$ cat src/hw/rtl/dsf_pkg.sv
`default_nettype none
package dsf_pkg;

    localparam int FRAC_BITS_DEF = 16;

    // Widths fixed by the word format.
    localparam int IN_W   = 32;
    localparam int REG_W  = 31;
    localparam int DIFF_W = 33;   // exact difference of two 32-bit values
    localparam int RAD_W  = 68;   // sum of two 33-bit squares, padded to one bit pair per root cell
    localparam int ROOT_W = 34;
    localparam int REM_W  = 36;
    localparam int TERM_W = 41;   // saturated intermediate terms, +-(2^40)
    localparam int PROD_W = 64;
    localparam int DREM_W = 35;   // divider partial remainder

    typedef enum logic [1:0] {
        REG_SPRING_K = 2'd0,
        REG_DAMPING  = 2'd1,
        REG_REST_LEN = 2'd2
    } reg_index_t;

    // Everything one item carries down the pipe beside the cell data.
    typedef struct packed {
        logic                     neg_x;
        logic                     neg_y;
        logic [DIFF_W-1:0]        dmag_x;
        logic [DIFF_W-1:0]        dmag_y;
        logic signed [DIFF_W-1:0] dv_x;
        logic signed [DIFF_W-1:0] dv_y;
        logic signed [TERM_W-1:0] damp_x;
        logic signed [TERM_W-1:0] damp_y;
        logic [ROOT_W-1:0]        mag;
        logic signed [TERM_W-1:0] s;
        logic                     hold;
    } side_t;

    // Signed value of a magnitude, saturated to [-2^40, 2^40-1].
    function automatic logic signed [TERM_W-1:0] sat_mag(input logic [PROD_W-1:0] m,
                                                         input logic neg);
        logic [TERM_W-1:0] lo;
        lo = m[TERM_W-1:0];
        if (neg) begin
            if (m > {{(PROD_W-TERM_W){1'b0}}, 1'b1, {(TERM_W-1){1'b0}}})
                sat_mag = {1'b1, {(TERM_W-1){1'b0}}};
            else
                sat_mag = $signed(~lo + 1'b1);
        end
        else begin
            if (m > {{(PROD_W-TERM_W+1){1'b0}}, {(TERM_W-1){1'b1}}})
                sat_mag = {1'b0, {(TERM_W-1){1'b1}}};
            else
                sat_mag = $signed(lo);
        end
    endfunction

endpackage
`default_nettype wire

$ cat src/hw/rtl/dsf_div_cell.sv
`default_nettype none
// One quotient bit of a restoring divider.
module dsf_div_cell #(
    parameter int QW = 17
) (
    input  wire logic                          clk,
    input  wire logic                          en,
    input  wire logic [dsf_pkg::ROOT_W-1:0]    divisor,
    input  wire logic [dsf_pkg::DREM_W-1:0]    rem,
    input  wire logic                          nbit,
    input  wire logic [QW-1:0]                 quo,
    output logic      [dsf_pkg::DREM_W-1:0]    rem_reg,
    output logic      [QW-1:0]                 quo_reg
);
    logic [dsf_pkg::DREM_W:0] cur;
    logic                     ge;

    always_comb
    begin
        cur = {rem, nbit};
        ge  = (cur >= {2'b00, divisor});
    end

    always_ff @(posedge clk)
    begin
        if (en)
        begin
            rem_reg <= ge ? dsf_pkg::DREM_W'(cur - {2'b00, divisor})
                          : cur[dsf_pkg::DREM_W-1:0];
            quo_reg <= {quo[QW-2:0], ge};
        end
    end
endmodule
`default_nettype wire

$ cat config.mk
export PLATFORM = sky130hd
export DESIGN_NAME = dsf_div_cell
export DESIGN_NICKNAME = d
export VERILOG_FILES = /design/src/hw/rtl/dsf_pkg.sv /design/src/hw/rtl/dsf_div_cell.sv
export SDC_FILE = /design/constraint.sdc
export NUM_CORES = 1
export LEC_CHECK = 0
export BUFFER_PORTS_ARGS = -buffer_cell sky130_fd_sc_hd__buf_2
export CAP_MARGIN = 20
export CORE_MARGIN = 5
export CORE_UTILIZATION = 25
export CTS_CLUSTER_DIAMETER = 80
export DETAILED_ROUTE_END_ITERATION = 6
export PLACE_DENSITY = 0.51
export SYNTH_ARGS = -nofsm -noshare
export SYNTH_HDL_FRONTEND = slang
export SYNTH_SLANG_ARGS = --single-unit
$ cat constraint.sdc
create_clock -name clk -period 6.5 [get_ports clk]
set_clock_uncertainty 0.15 [all_clocks]
set_input_delay 1.95 -clock clk [delete_from_list [all_inputs] [get_ports clk]]
set_output_delay 1.95 -clock clk [all_outputs]
set_load 0.01 [all_outputs]
==> flow_metrics.py <==
metrics = {
    "worst_setup_path": {
        "crit_buf_inv": 3,
        "worstPathRequired_ns": 6.40,
        "path_cells": "buf_2 -> inv_1 -> ha_1 -> fa_1 -> nor2b_4 -> o2111ai_1 -> and3_4 -> o31ai_2 -> a311o_2 -> nand2_4 -> inv_4 -> mux2_2",
        "critical_path_arrival_ns": 4.86,
        "slowest_stage": "fa_1",
        "critical_path.max_stage_delay_ns": 0.45,
        "crit_path_max_fanout": 47,
        "crit_path_end_kind": "flop",
        "path_delay_family": "compound AO/OA/AOI/OAI gates",
        "worstSetupPathType": "input port to flop",
        "critPathLaunchType": "input port",
    },
    "sta": {
        "fin_tns_setup_ns": 0,
        "layout_min_cycle_time_ns": 4.96,
        "setup_ws_ns": 1.54,
        "hold_violations": 0,
        "drv_slew": 0,
        "period_share": 0.763,
        "setup_violations": 0,
        "rsz0062_at_grt": "false",
        "tightest_slew_ns": 0.742,
        "slew-limit-headroom": 0.506,
        "fmaxAchievable_mhz": 202,
    },
    "synthesis": {
        "yosysWarnings": 0,
        "synth.distinct_cells": 62,
        "syn-cell-area_um2": 4060,
        "synthTopCellsByCount": "a21oi_1, edfxtp_1, nor2_1, inv_1, ha_1",
        "synth-seq-area-share": 0.385,
        "synth.ff_latch_count": 52,
        "async_flop_share": 0,
        "avgSynthCellArea_um2": 9.29,
        "synth-main-ff-cell": "edfxtp_1",
        "ys_top_cells_by_area": "edfxtp_1, ha_1, a21oi_1",
        "synth_edf_count": 52,
        "synth_top_area_share": 0.385,
        "syn_nets": 561,
        "synth_cells": 437,
        "yosysMostFrequentCell": "a21oi_1",
        "synth_top_area_cell": "edfxtp_1",
    },
    "worst_hold_path": {
        "hold_class": "input port to flop",
        "min_to": "quo_reg[1]$_DFFE_PP_",
        "hold_depth": 1,
        "min-delay-start": "quo[0]",
    },
    "clock_tree": {
        "ctsResizeCount": 0,
        "post_cts_buffers": 0,
        "clockBufferDepth": 2,
        "cts_hold_buf": 0,
        "ctsHtreeMaxLevel": 2,
        "cts_root_buffer": "clkbuf_16",
        "cts_sinks": 52,
        "cts.clk_slew.worst_paths_ns": 0.07,
        "cts_inserted_buffers": 5,
        "cts_tree": "built",
    },
    "floorplanning": {
        "rows": 46,
        "start_util": 0.256,
        "pin_count": 141,
        "dieArea_um2": 18900,
        "die_w_um": 137,
        "core_area_um2": 15900,
        "die_y_um": 137,
    },
    "placed_design": {
        "portBuffers": 139,
        "globalplace.congestion": 0.819,
        "dp_hpwl_mm": 9.77,
        "place_area_um2": 4960,
        "dp_slack_ns": 1.21,
        "dp_cells": 783,
    },
    "final_layout": {
        "largest_reg_flops": 35,
        "multi_input_area_um2": 2250,
        "drive_gt1_frac": 0.299,
        "instances_no_fill": 792,
        "finalNetCount": 698,
        "stdcell_area_um2": 5130,
        "synthToLayoutAreaGrowth_pct": 26.3,
        "seqCellArea_um2": 1560,
        "n_fill_cell": 1720,
    },
    "global_routing": {
        "grt_pass1_vias": 3744,
        "antenna_found_initial": 1,
        "gr-total-overflow": 0,
        "gr-usage-all-layers": 0.130,
        "grt_pass1_wl_mm": 19.1,
        "grt_max_degree": 53,
    },
    "power_and_ir_drop": {
        "ir_drop_mv": 0.0959,
        "total_power_uw": 1140,
        "p_leak_uw": 0.00228,
        "power_density_nw_per_um2": 222,
    },
    "routing": {
        "firstDrtPassIters": 6,
        "drtAntennaViolNets": 0,
        "first_iter_violations": 123,
        "wirelength_mm": 12.4,
        "via_per_inst": 4.57,
        "wire_per_inst_um": 15.6,
        "drc": 0,
        "via_count": 3617,
    },
    "outcome": {
        "outcome": "finished clean",
    },
    "run": {
        "maxCapViolations": 0,
    },
}
-- final cells by class --
| cell class | count | share of cell area |
|---|---|---|
| antenna | 1 | 0.000488 |
| clock buffer | 6 | 0.0251 |
| clock inverter | 2 | 0.00683 |
| inverter | 45 | 0.0334 |
| multi-input combinational | 329 | 0.438 |
| sequential | 52 | 0.305 |
| tap | 216 | 0.0527 |
| timing repair buffer | 141 | 0.139 |
-- per-layer routing --
layer	part of all wire	vias up	wire length (µm)	track usage
met5	0	-	0	0
met4	0.018	0	227	0.0460
met3	0.070	12	860	0.0299
met2	0.43	106	5380	0.202
met1	0.48	1630	5900	0.177
li1	-	1869	-	-
-- stage by stage --
step | utilization | hold slack [ns]
finish | 0.323 | 1.67
global route | 0.323 | 1.66
CTS | 0.323 | 1.66
detailed placement | 0.312 | 1.98
global placement | 0.312 | 1.98
floorplan | - | 1.90
-- worst max-delay path by stage --
stage	from	endpoint	slack, ns	depth (start not counted)
after floorplan	nbit	rem_reg[15]$_DFFE_PP_	1.92	12
after global placement	divisor[0]	rem_reg[4]$_DFFE_PP_	1.25	11
after detailed placement	nbit	rem_reg[20]$_DFFE_PP_	1.21	13
after CTS	nbit	rem_reg[4]$_DFFE_PP_	1.52	12
after global routing	nbit	rem_reg[21]$_DFFE_PP_	1.32	14
final	nbit	rem_reg[4]$_DFFE_PP_	1.54	12
-- cells by family after synthesis --
group | count (synthesis) | share of synthesized area
AOI/OAI and AO/OA | 143 | 0.231
xor gates and xnor gates | 26 | 0.0561
adders and majority gates | 35 | 0.110
buffers and inverters | 56 | 0.0619
DFF | 52 | 0.385
muxes | 6 | 0.0185
and+or+nand+nor | 119 | 0.138
-- layout by cell type, fill, tap and decap left out, drive strengths merged, types with 2 or more instances in the layout --
cell	count
buf	141
a21oi	61
edfxtp	52
nor2	51
inv	45
ha	34
nand2	32
o21ai	27
xnor2	14
xor2	12
nand4	7
nor3	7
o21a	7
a21o	7
o211ai	7
and3	6
clkbuf	6
mux2	6
o31ai	5
o21bai	4
o2111ai	3
and2	3
nand2b	3
a31o	3
a211oi	3
a31oi	3
nand3	2
nor4	2
o31a	2
or3	2
a2111oi	2
nor2b	2
a221oi	2
-- where the power goes --
part | switching (µW) | internal, µW
Combinational | 221 | 160
Sequential | 11.3 | 431
Clock | 131 | 182
Total | 364 | 773
(Power assumes the default switching activity.)
