===== src/hw/rtl/dsf_pkg.sv =====
`default_nettype none
package dsf_pkg;

    localparam int FRAC_BITS_DEF = 16;

    // Widths fixed by the word format.
    localparam int IN_W   = 32;
    localparam int REG_W  = 31;
    localparam int DIFF_W = 33;   // exact difference of two 32-bit values
    localparam int RAD_W  = 68;   // sum of two 33-bit squares, padded to one bit pair per root cell
    localparam int ROOT_W = 34;
    localparam int REM_W  = 36;
    localparam int TERM_W = 41;   // saturated intermediate terms, +-(2^40)
    localparam int PROD_W = 64;
    localparam int DREM_W = 35;   // divider partial remainder

    typedef enum logic [1:0] {
        REG_SPRING_K = 2'd0,
        REG_DAMPING  = 2'd1,
        REG_REST_LEN = 2'd2
    } reg_index_t;

    // Everything one item carries down the pipe beside the cell data.
    typedef struct packed {
        logic                     neg_x;
        logic                     neg_y;
        logic [DIFF_W-1:0]        dmag_x;
        logic [DIFF_W-1:0]        dmag_y;
        logic signed [DIFF_W-1:0] dv_x;
        logic signed [DIFF_W-1:0] dv_y;
        logic signed [TERM_W-1:0] damp_x;
        logic signed [TERM_W-1:0] damp_y;
        logic [ROOT_W-1:0]        mag;
        logic signed [TERM_W-1:0] s;
        logic                     hold;
    } side_t;

    // Signed value of a magnitude, saturated to [-2^40, 2^40-1].
    function automatic logic signed [TERM_W-1:0] sat_mag(input logic [PROD_W-1:0] m,
                                                         input logic neg);
        logic [TERM_W-1:0] lo;
        lo = m[TERM_W-1:0];
        if (neg) begin
            if (m > {{(PROD_W-TERM_W){1'b0}}, 1'b1, {(TERM_W-1){1'b0}}})
                sat_mag = {1'b1, {(TERM_W-1){1'b0}}};
            else
                sat_mag = $signed(~lo + 1'b1);
        end
        else begin
            if (m > {{(PROD_W-TERM_W+1){1'b0}}, {(TERM_W-1){1'b1}}})
                sat_mag = {1'b0, {(TERM_W-1){1'b1}}};
            else
                sat_mag = $signed(lo);
        end
    endfunction

endpackage
`default_nettype wire


===== src/hw/rtl/dsf_sqrt_cell.sv =====
`default_nettype none
// One bit of a digit-by-digit integer square root.
module dsf_sqrt_cell (
    input  wire logic                            clk,
    input  wire logic                            en,
    input  wire logic [dsf_pkg::RAD_W-1:0]       rad,
    input  wire logic [dsf_pkg::REM_W-1:0]       rem,
    input  wire logic [dsf_pkg::ROOT_W-1:0]      root,
    output logic      [dsf_pkg::RAD_W-1:0]       rad_reg,
    output logic      [dsf_pkg::REM_W-1:0]       rem_reg,
    output logic      [dsf_pkg::ROOT_W-1:0]      root_reg
);
    logic [dsf_pkg::REM_W+1:0] cur;
    logic [dsf_pkg::REM_W+1:0] trial;
    logic                      ge;

    always_comb
    begin
        cur   = {rem, rad[dsf_pkg::RAD_W-1 -: 2]};
        trial = {2'b00, root, 2'b01};
        ge    = (cur >= trial);
    end

    always_ff @(posedge clk)
    begin
        if (en)
        begin
            rad_reg  <= {rad[dsf_pkg::RAD_W-3:0], 2'b00};
            rem_reg  <= ge ? dsf_pkg::REM_W'(cur - trial) : cur[dsf_pkg::REM_W-1:0];
            root_reg <= {root[dsf_pkg::ROOT_W-2:0], ge};
        end
    end
endmodule
`default_nettype wire


===== config.mk =====
export PLATFORM = sky130hd
export DESIGN_NAME = dsf_sqrt_cell
export DESIGN_NICKNAME = d
export VERILOG_FILES = /design/src/hw/rtl/dsf_pkg.sv /design/src/hw/rtl/dsf_sqrt_cell.sv
export SDC_FILE = /design/constraint.sdc
export NUM_CORES = 1
export LEC_CHECK = 0
export BUFFER_PORTS_ARGS = -buffer_cell sky130_fd_sc_hd__buf_2
export CORE_ASPECT_RATIO = 0.9
export CORE_MARGIN = 10
export CORE_UTILIZATION = 45
export DETAILED_ROUTE_END_ITERATION = 7
export PLACE_DENSITY = 0.76
export RECOVER_POWER = 50
export REMOVE_ABC_BUFFERS = 1
export SYNTH_ARGS = -nofsm -noshare
export SYNTH_HDL_FRONTEND = slang
export SYNTH_SLANG_ARGS = --single-unit

===== constraint.sdc =====
create_clock -name clk -period 7.4 [get_ports clk]
set_input_delay 0.37 -clock clk [delete_from_list [all_inputs] [get_ports clk]]
set_output_delay 0.37 -clock clk [all_outputs]
set_load 0.005 [all_outputs]

==> results of run 1 <==
[power breakdown]
group / internal [mW] / total, mW / switching (mW)
Sequential: 0.944 / 0.961 / 0.0170
Combinational: 0.163 / 0.377 / 0.214
Clock: 0.501 / 0.826 / 0.325
[routing by layer]
| metal | share of wire (%) | track usage, % | wire length [um] | vias to the layer above |
|---|---|---|---|---|
| met5 | 0 | 0 | 0 | - |
| met4 | 1.1 | 4.95 | 199 | 0 |
| met3 | 9.0 | 7.05 | 1690 | 13 |
| met2 | 51 | 30.9 | 9470 | 219 |
| met1 | 39 | 20.0 | 7300 | 2425 |
| li1 | - | - | - | 2569 |
[cells by family (layout without fill, tap and decap cells)]
group	after synthesis	count (layout)	synth area share [%]
XOR/XNOR	30	30	3.92
flip-flops	136	136	61.0
adder cells (fa/ha/maj)	36	36	6.72
other	1	2	0.0560
AO/OA/AOI/OAI	147	147	15.0
AND/OR/NAND/NOR	125	125	8.48
buffers and inverters	60	353	4.28
multiplexers	4	4	0.635
[through the flow]
stage,cells,setup WS [ns]
6_report,1031,3.91
5_1_grt,1031,3.53
4_1_cts,1031,4.10
3_5_place_dp,999,3.67
3_3_place_gp,999,3.79
2_1_floorplan,524,2.94
[cells in the mapped netlist (5+ instances only)]
library cell  number
edfxtp_1         136
nand2_1           57
inv_1             44
a21oi_1           38
ha_1              36
nor2_1            23
o21ai_0           22
o21ai_2           22
xnor2_1           17
a21o_1            14
xor2_1            13
nand3_1            9
nor2b_1            8
a31oi_1            7
o21ai_1            7
clkbuf_1           6
nand4_1            6
nor3_1             6
buf_4              5
o21a_1             5
[layout by cell type (no fill, tap or decap), types with 17 or more instances in the layout]
| cell | count |
|---|---|
| edfxtp_1 | 136 |
| xnor2_1 | 17 |
| o21ai_2 | 22 |
| buf_2 | 209 |
| nor2_1 | 23 |
| nand2_1 | 57 |
| clkbuf_1 | 67 |
| clkbuf_16 | 17 |
| a21oi_1 | 38 |
| o21ai_0 | 22 |
| inv_1 | 44 |
| ha_1 | 36 |
[path summary, 6_finish.rpt]
kind                    start                    end  slack [ns]  depth (start not counted)
worst max-delay path       en  rad_reg[11]$_DFFE_PP_        3.91                          2
worst min-delay path  rad[31]  rad_reg[33]$_DFFE_PP_        0.14                          1
[cell type report]
type | instances | area (um2) | area share (%)
multi-input cells | 344 | 2330 | 26.8
repair buffers | 277 | 1310 | 15.0
clock inverters | 13 | 144 | 1.65
inverters | 44 | 165 | 1.89
clock buffers | 19 | 433 | 4.97
well taps | 198 | 248 | 2.84
flip-flops and latches | 136 | 4080 | 46.9
==> results.md, run 1 <==
* FF+latch count, synth at 136
* CTS tree: yes
* Grt total ovfl at 0
* Worst-path fanout max at 82
* Final instance area at 0.00872 mm2
* WL per Instance at 18.1 um
* WS Path Type: in2reg
* Slew margin rel. at -97.9%
* Clk sink count at 136
* Area grow syn2layout at 30.1%
* Seq/Total Area, Yosys at 61.0%
* Worst path slowest cell: clkbuf_1
* Synth area leaders: edfxtp_1 61%, ha_1 6.7%, nand2_1 3.2%
* DP HPWL at 14900 um
* TNS Setup at 0 ns
* Largest net degree at the start of global routing at 83
* Fin. max-slew vios at 56
* Clock buffers created by TritonCTS at 17
* Power per Cell Area at 248 mW/mm2
* Tcrit/Tclk final at 47.2%
* Vias in the first global route at 5104
* CP top delay family: buffers and inverters
* Syn avg cell area at 12.4 um2
* Final ANT Viol Nets at 0
* Clk slew on worst S/H paths at 0.06 ns
* Post-DR vias/cell at 5.07
* Synth unique cells at 56
* # DRC at 0
* WHS at 0.137 ns
* Max cap viols at 1
* Final setup fails at 0
* Max FFs per register at 66
* Core area at 0.0147 mm2
* DP Area at 0.00823 mm2
* EDFF count, synth at 136
* Vias at 5226
* Fin util at 59.4%
* Die H at 136 um
* GRT Total Usage at 17.8%
* Outcome: complete, but fails checks
* Synth Flop Type: edfxtp_1
* Post_cts resized at 0
* Mapped Area at 0.00670 mm2
* Maximum vdd ir drop at 0.151 mV
* Fillers at 1222
* Yosys top cell by area: edfxtp_1
* First-pass DRT Iterations at 4
* # Post-CTS Setup Buffers at 0
* WP data arrival at 3.52 ns
* Fraction of registers with async set/reset at 0%
* CTS max path bufs at 2
* Hold WC Path Type: in2reg
* Critical Path Source Type: input port
* # IOs at 278
* Post-Syn Instances at 539
* Total power at 2.16 mW
* Final nets at 996
* IO buf count at 275
* Antenna violations before repair at 0
* Starting density of the core at 45.7%
* H-tree levels at 4
* Post-CTS Hold Fix Bufs at 0
* CP required at 7.43 ns
* Fin. Hold Viols at 0
* Die Wd at 149 um
* Least-Margin Pin Slew at 2.97 ns
* Routability cong. at 0.912
* Warnings from Yosys at 0
* F_max at 287 MHz
* Buf/Inv on CP at 2
* Failing checks: max-capacitance violations, max-slew violations
* Clk root buf: clkbuf_16
* Leak pwr at 3.69 nW
* Top cell type's share of synthesized area at 61.0%
* Antenna diode count at 0
* CP peak stage delay at 2.05 ns
* Std cell rows at 42
* Fin crit period at 3.49 ns
* First-pass GRT wire length at 28200 um
* Drt first-iter violations at 238
* WL final at 18700 um
* Die ar. at 0.0202 mm2
* Share of post-route cells with drive strength above 1 at 32.1%
* Crit-path cells: clkbuf_1 > buf_4
* Worst setup EP type: flop
* RSZ-0062 raised after global routing: no
Power figures use the tool's default switching activity.
==> run 2, diff against run 1 <==
- ABC_AREA: default -> 1
- PLACE_DENSITY: 0.76 -> 0.73
- clock period: 7.4 -> 3.6 ns (I/O delays scaled with it)
==> run 2 against run 1 <==
Net effect: the flow still finishes with violations (max-capacitance violations, max-slew violations); combinational power rose to 2.6 times the previous value; sequential cell count unchanged; via count increased by 34%; utilization grew 4.6 points; cell count is 42% higher; critical endpoint is now rem_reg[11]$_DFFE_PP_; design area is 24% higher; setup slack worse by 3.4 ns; non-clock buffer count rose by 100; critical path depth is 13 higher; clock power rose by 110%.
==> results.md, run 2 <==
* First-pass DRT Iterations at 7 (+3)
* Clk sink count at 136 (unchanged)
* Die ar. at 0.0230 mm2 (+14%)
* Setup WS post-layout at 0.560 ns (-3.35 ns)
* CTS max path bufs at 2 (unchanged)
* Tcrit/Tclk final at 84.4%
* Synth area leaders: edfxtp_1 52%, nand2_1 12%, inv_1 6.2%
* Fin. Hold Viols at 0 (unchanged)
* Maximum vdd ir drop at 0.337 mV (+120%)
* Hold WC Path Type: in2reg
* Register Area at 0.00408 mm2 (unchanged)
* Fin. max-slew vios at 85 (+52%)
* WP data arrival at 3.21 ns (-0.31 ns)
* First-pass GRT wire length at 37700 um (+34%)
* RSZ-0062 raised after global routing: no
* Least-Margin Pin Slew at 2.10 ns (-0.869 ns)
* P_sw at 1.37 mW (+150%)
* Post_cts resized at 0 (unchanged)
* Count leader, synth: nand2_1
* Comb pwr share at 21.2% (+3.8 points)
* DP HPWL at 18300 um (+23%)
* Syn avg cell area at 9.37 um2 (-25%)
* Vias in the first global route at 6961 (+36%)
* Seq/Total Area, Yosys at 52.4% (-8.5 points)
* Drt first-iter violations at 501 (+110%)
* Outcome: complete, but fails checks
* Leading cell type in the layout, fill and taps excluded: nand2_1
* Synth unique cells at 33 (-41%)
* Power Internal at 3.33 mW (+110%)
* Core area at 0.0169 mm2 (+16%)
* # IOs at 278 (unchanged)
* Power per Cell Area at 433 mW/mm2 (+74%)
* Starting density of the core at 46.0% (+0.26 points)
* EDFF count, synth at 136 (unchanged)
* Most frequent cells in the layout: 248 x nand2_1, 246 x buf_2, 136 x edfxtp_1, 129 x inv_1, 99 x dlygate4sd3_1
* F_max at 329 MHz
* Routability cong. at 0.928 (+1.8%)
* Die Wd at 159 um (+6.8%)
* Synth Flop Type: edfxtp_1
* Clk root buf: clkbuf_16
* Sw Share at 29.1% (+3.3 points)
* Top cell type's share of synthesized area at 52.4% (-8.5 points)
* Std cell rows at 45 (+7.1%)
* Clk slew on worst S/H paths at 0.07 ns (about the same)
* Mapped Area at 0.00779 mm2 (+16%)
* Slew margin rel. at -39.9% (+58 points)
* CP required at 3.77 ns (-3.66 ns)
* Die H at 145 um (+6.7%)
* Place WS at 0.778 ns (-2.89 ns)
* Fin crit period at 3.04 ns
* # DRC at 0 (unchanged)
* Final setup fails at 0 (unchanged)
* Worst setup EP type: flop
* Final nets at 1390 (+40%)
* Max cap viols at 1 (unchanged)
* WL final at 25200 um (+35%)
* H-tree levels at 4 (unchanged)
* IO buf count at 275 (unchanged)
* Warnings from Yosys at 0 (unchanged)
* Antenna violations before repair at 0 (unchanged)
* Fillers at 1410 (+15%)
* GRT Total Usage at 21.3% (+3.4 points)
* Share of post-route cells with drive strength above 1 at 30.1% (-2.0 points)
* Critical Path Source Type: input port
* Leak pwr at 5.23 nW (+42%)
* Multi-input gate area at 0.00303 mm2 (+30%)
* Antenna diode count at 0 (unchanged)
* Area grow syn2layout at 39.3%
* Clock buffers created by TritonCTS at 17 (unchanged)
* WS Path Type: in2reg
* Post-DR vias/cell at 4.79 (-5.6%)
* CTS tree: yes
* Fraction of registers with async set/reset at 0% (unchanged)
* FF+latch count, synth at 136 (unchanged)
* Worst-path fanout max at 21 (-74%)
* Max FFs per register at 66 (unchanged)
* WL per Instance at 17.3 um (-4.6%)
* Failing checks: max-capacitance violations, max-slew violations
* Post-Syn Instances at 831 (+54%)
* TNS Setup at 0 ns (unchanged)
* Grt total ovfl at 0 (unchanged)
* Clock Power Share at 36.9% (-1.3 points)
* Yosys top cell by area: edfxtp_1
* Reg power frac at 42.0% (-2.4 points)
* Final ANT Viol Nets at 0 (unchanged)
* Vias at 6999 (+34%)
* Top cells by count, synth: 248 x nand2_1, 136 x edfxtp_1, 129 x inv_1
* Largest net degree at the start of global routing at 85 (+2.4%)
[run 2: layout make-up]
type	count	area share [%]
well taps	235	2.71
clock inverters	15	1.48
clock buffers	17	3.92
multi-input cells	549	28.0
flip-flops and latches	136	37.6
inverters	133	4.60
repair buffers	377	21.7
[run 2: cells by family after synthesis]
family,Yosys count,synth area share [%]
AO/OA/AOI/OAI,41,3.00
XOR/XNOR,18,2.02
adder cells (fa/ha/maj),36,5.78
buffers and inverters,147,8.67
flip-flops,136,52.4
other,1,0.0481
AND/OR/NAND/NOR,452,28.0
[run 2: path summary, 6_finish.rpt]
check                 from                     to  slack (ns)  cells past startpoint
hold / removal      rem[7]   rem_reg[9]$_DFFE_PP_        0.07                      3
setup / recovery  root[11]  rem_reg[11]$_DFFE_PP_        0.56                     15
[run 2: repair_timing]
action                    CTS  global route
hold buffers               99             0
hold endpoints to repair   99             0
buffers inserted            0             0
[run 2: routing by layer]
metal	part of all wire (%)	track usage [%]	up-vias	routed length [um]
met5	0	0	-	0
met4	2.0	6.72	0	516
met3	8.8	5.72	33	2230
met2	50	38.3	277	12700
met1	39	23.9	3211	9800
li1	-	-	3478	-
[run 2: through the flow]
| step | util (%) | hold slack (ns) | cell area (um2) | total power [mW] | instances |
|---|---|---|---|---|---|
| final | 64.0 | 0.0670 | 10900 | 4.70 | 1462 |
| after global routing | 64.0 | 0.0605 | 10900 | 4.91 | 1462 |
| after CTS | 64.3 | 0.0527 | 10900 | 4.72 | 1462 |
| after detailed placement | 55.0 | 0.358 | 9330 | 2.90 | 1331 |
| after global placement | 55.0 | 0.356 | 9330 | 2.89 | 1331 |
| after floorplan | - | 0.279 | 7620 | 2.48 | 818 |
[run 2: critical path: stages]
cell	delay (ns)
dlygate4sd3_1	0.52
clkbuf_1	0.14
inv_1	0.07
ha_1	0.35
nand2_1	0.19
inv_1	0.06
a21oi_1	0.26
nand2_1	0.11
nand2_1	0.06
nand2_1	0.04
nand2_1	0.07
nand4_2	0.54
buf_4	0.45
nand2_2	0.08
nand2_1	0.07
[run 2: power by group through the flow]
stage	sequential [mW]	clock, mW	combinational, mW
after floorplan	2.03	0	0.453
after global placement	2.00	0	0.896
after detailed placement	2.00	0	0.906
after global routing	1.99	1.82	1.10
after CTS	1.97	1.76	1.00
final	1.97	1.73	0.995
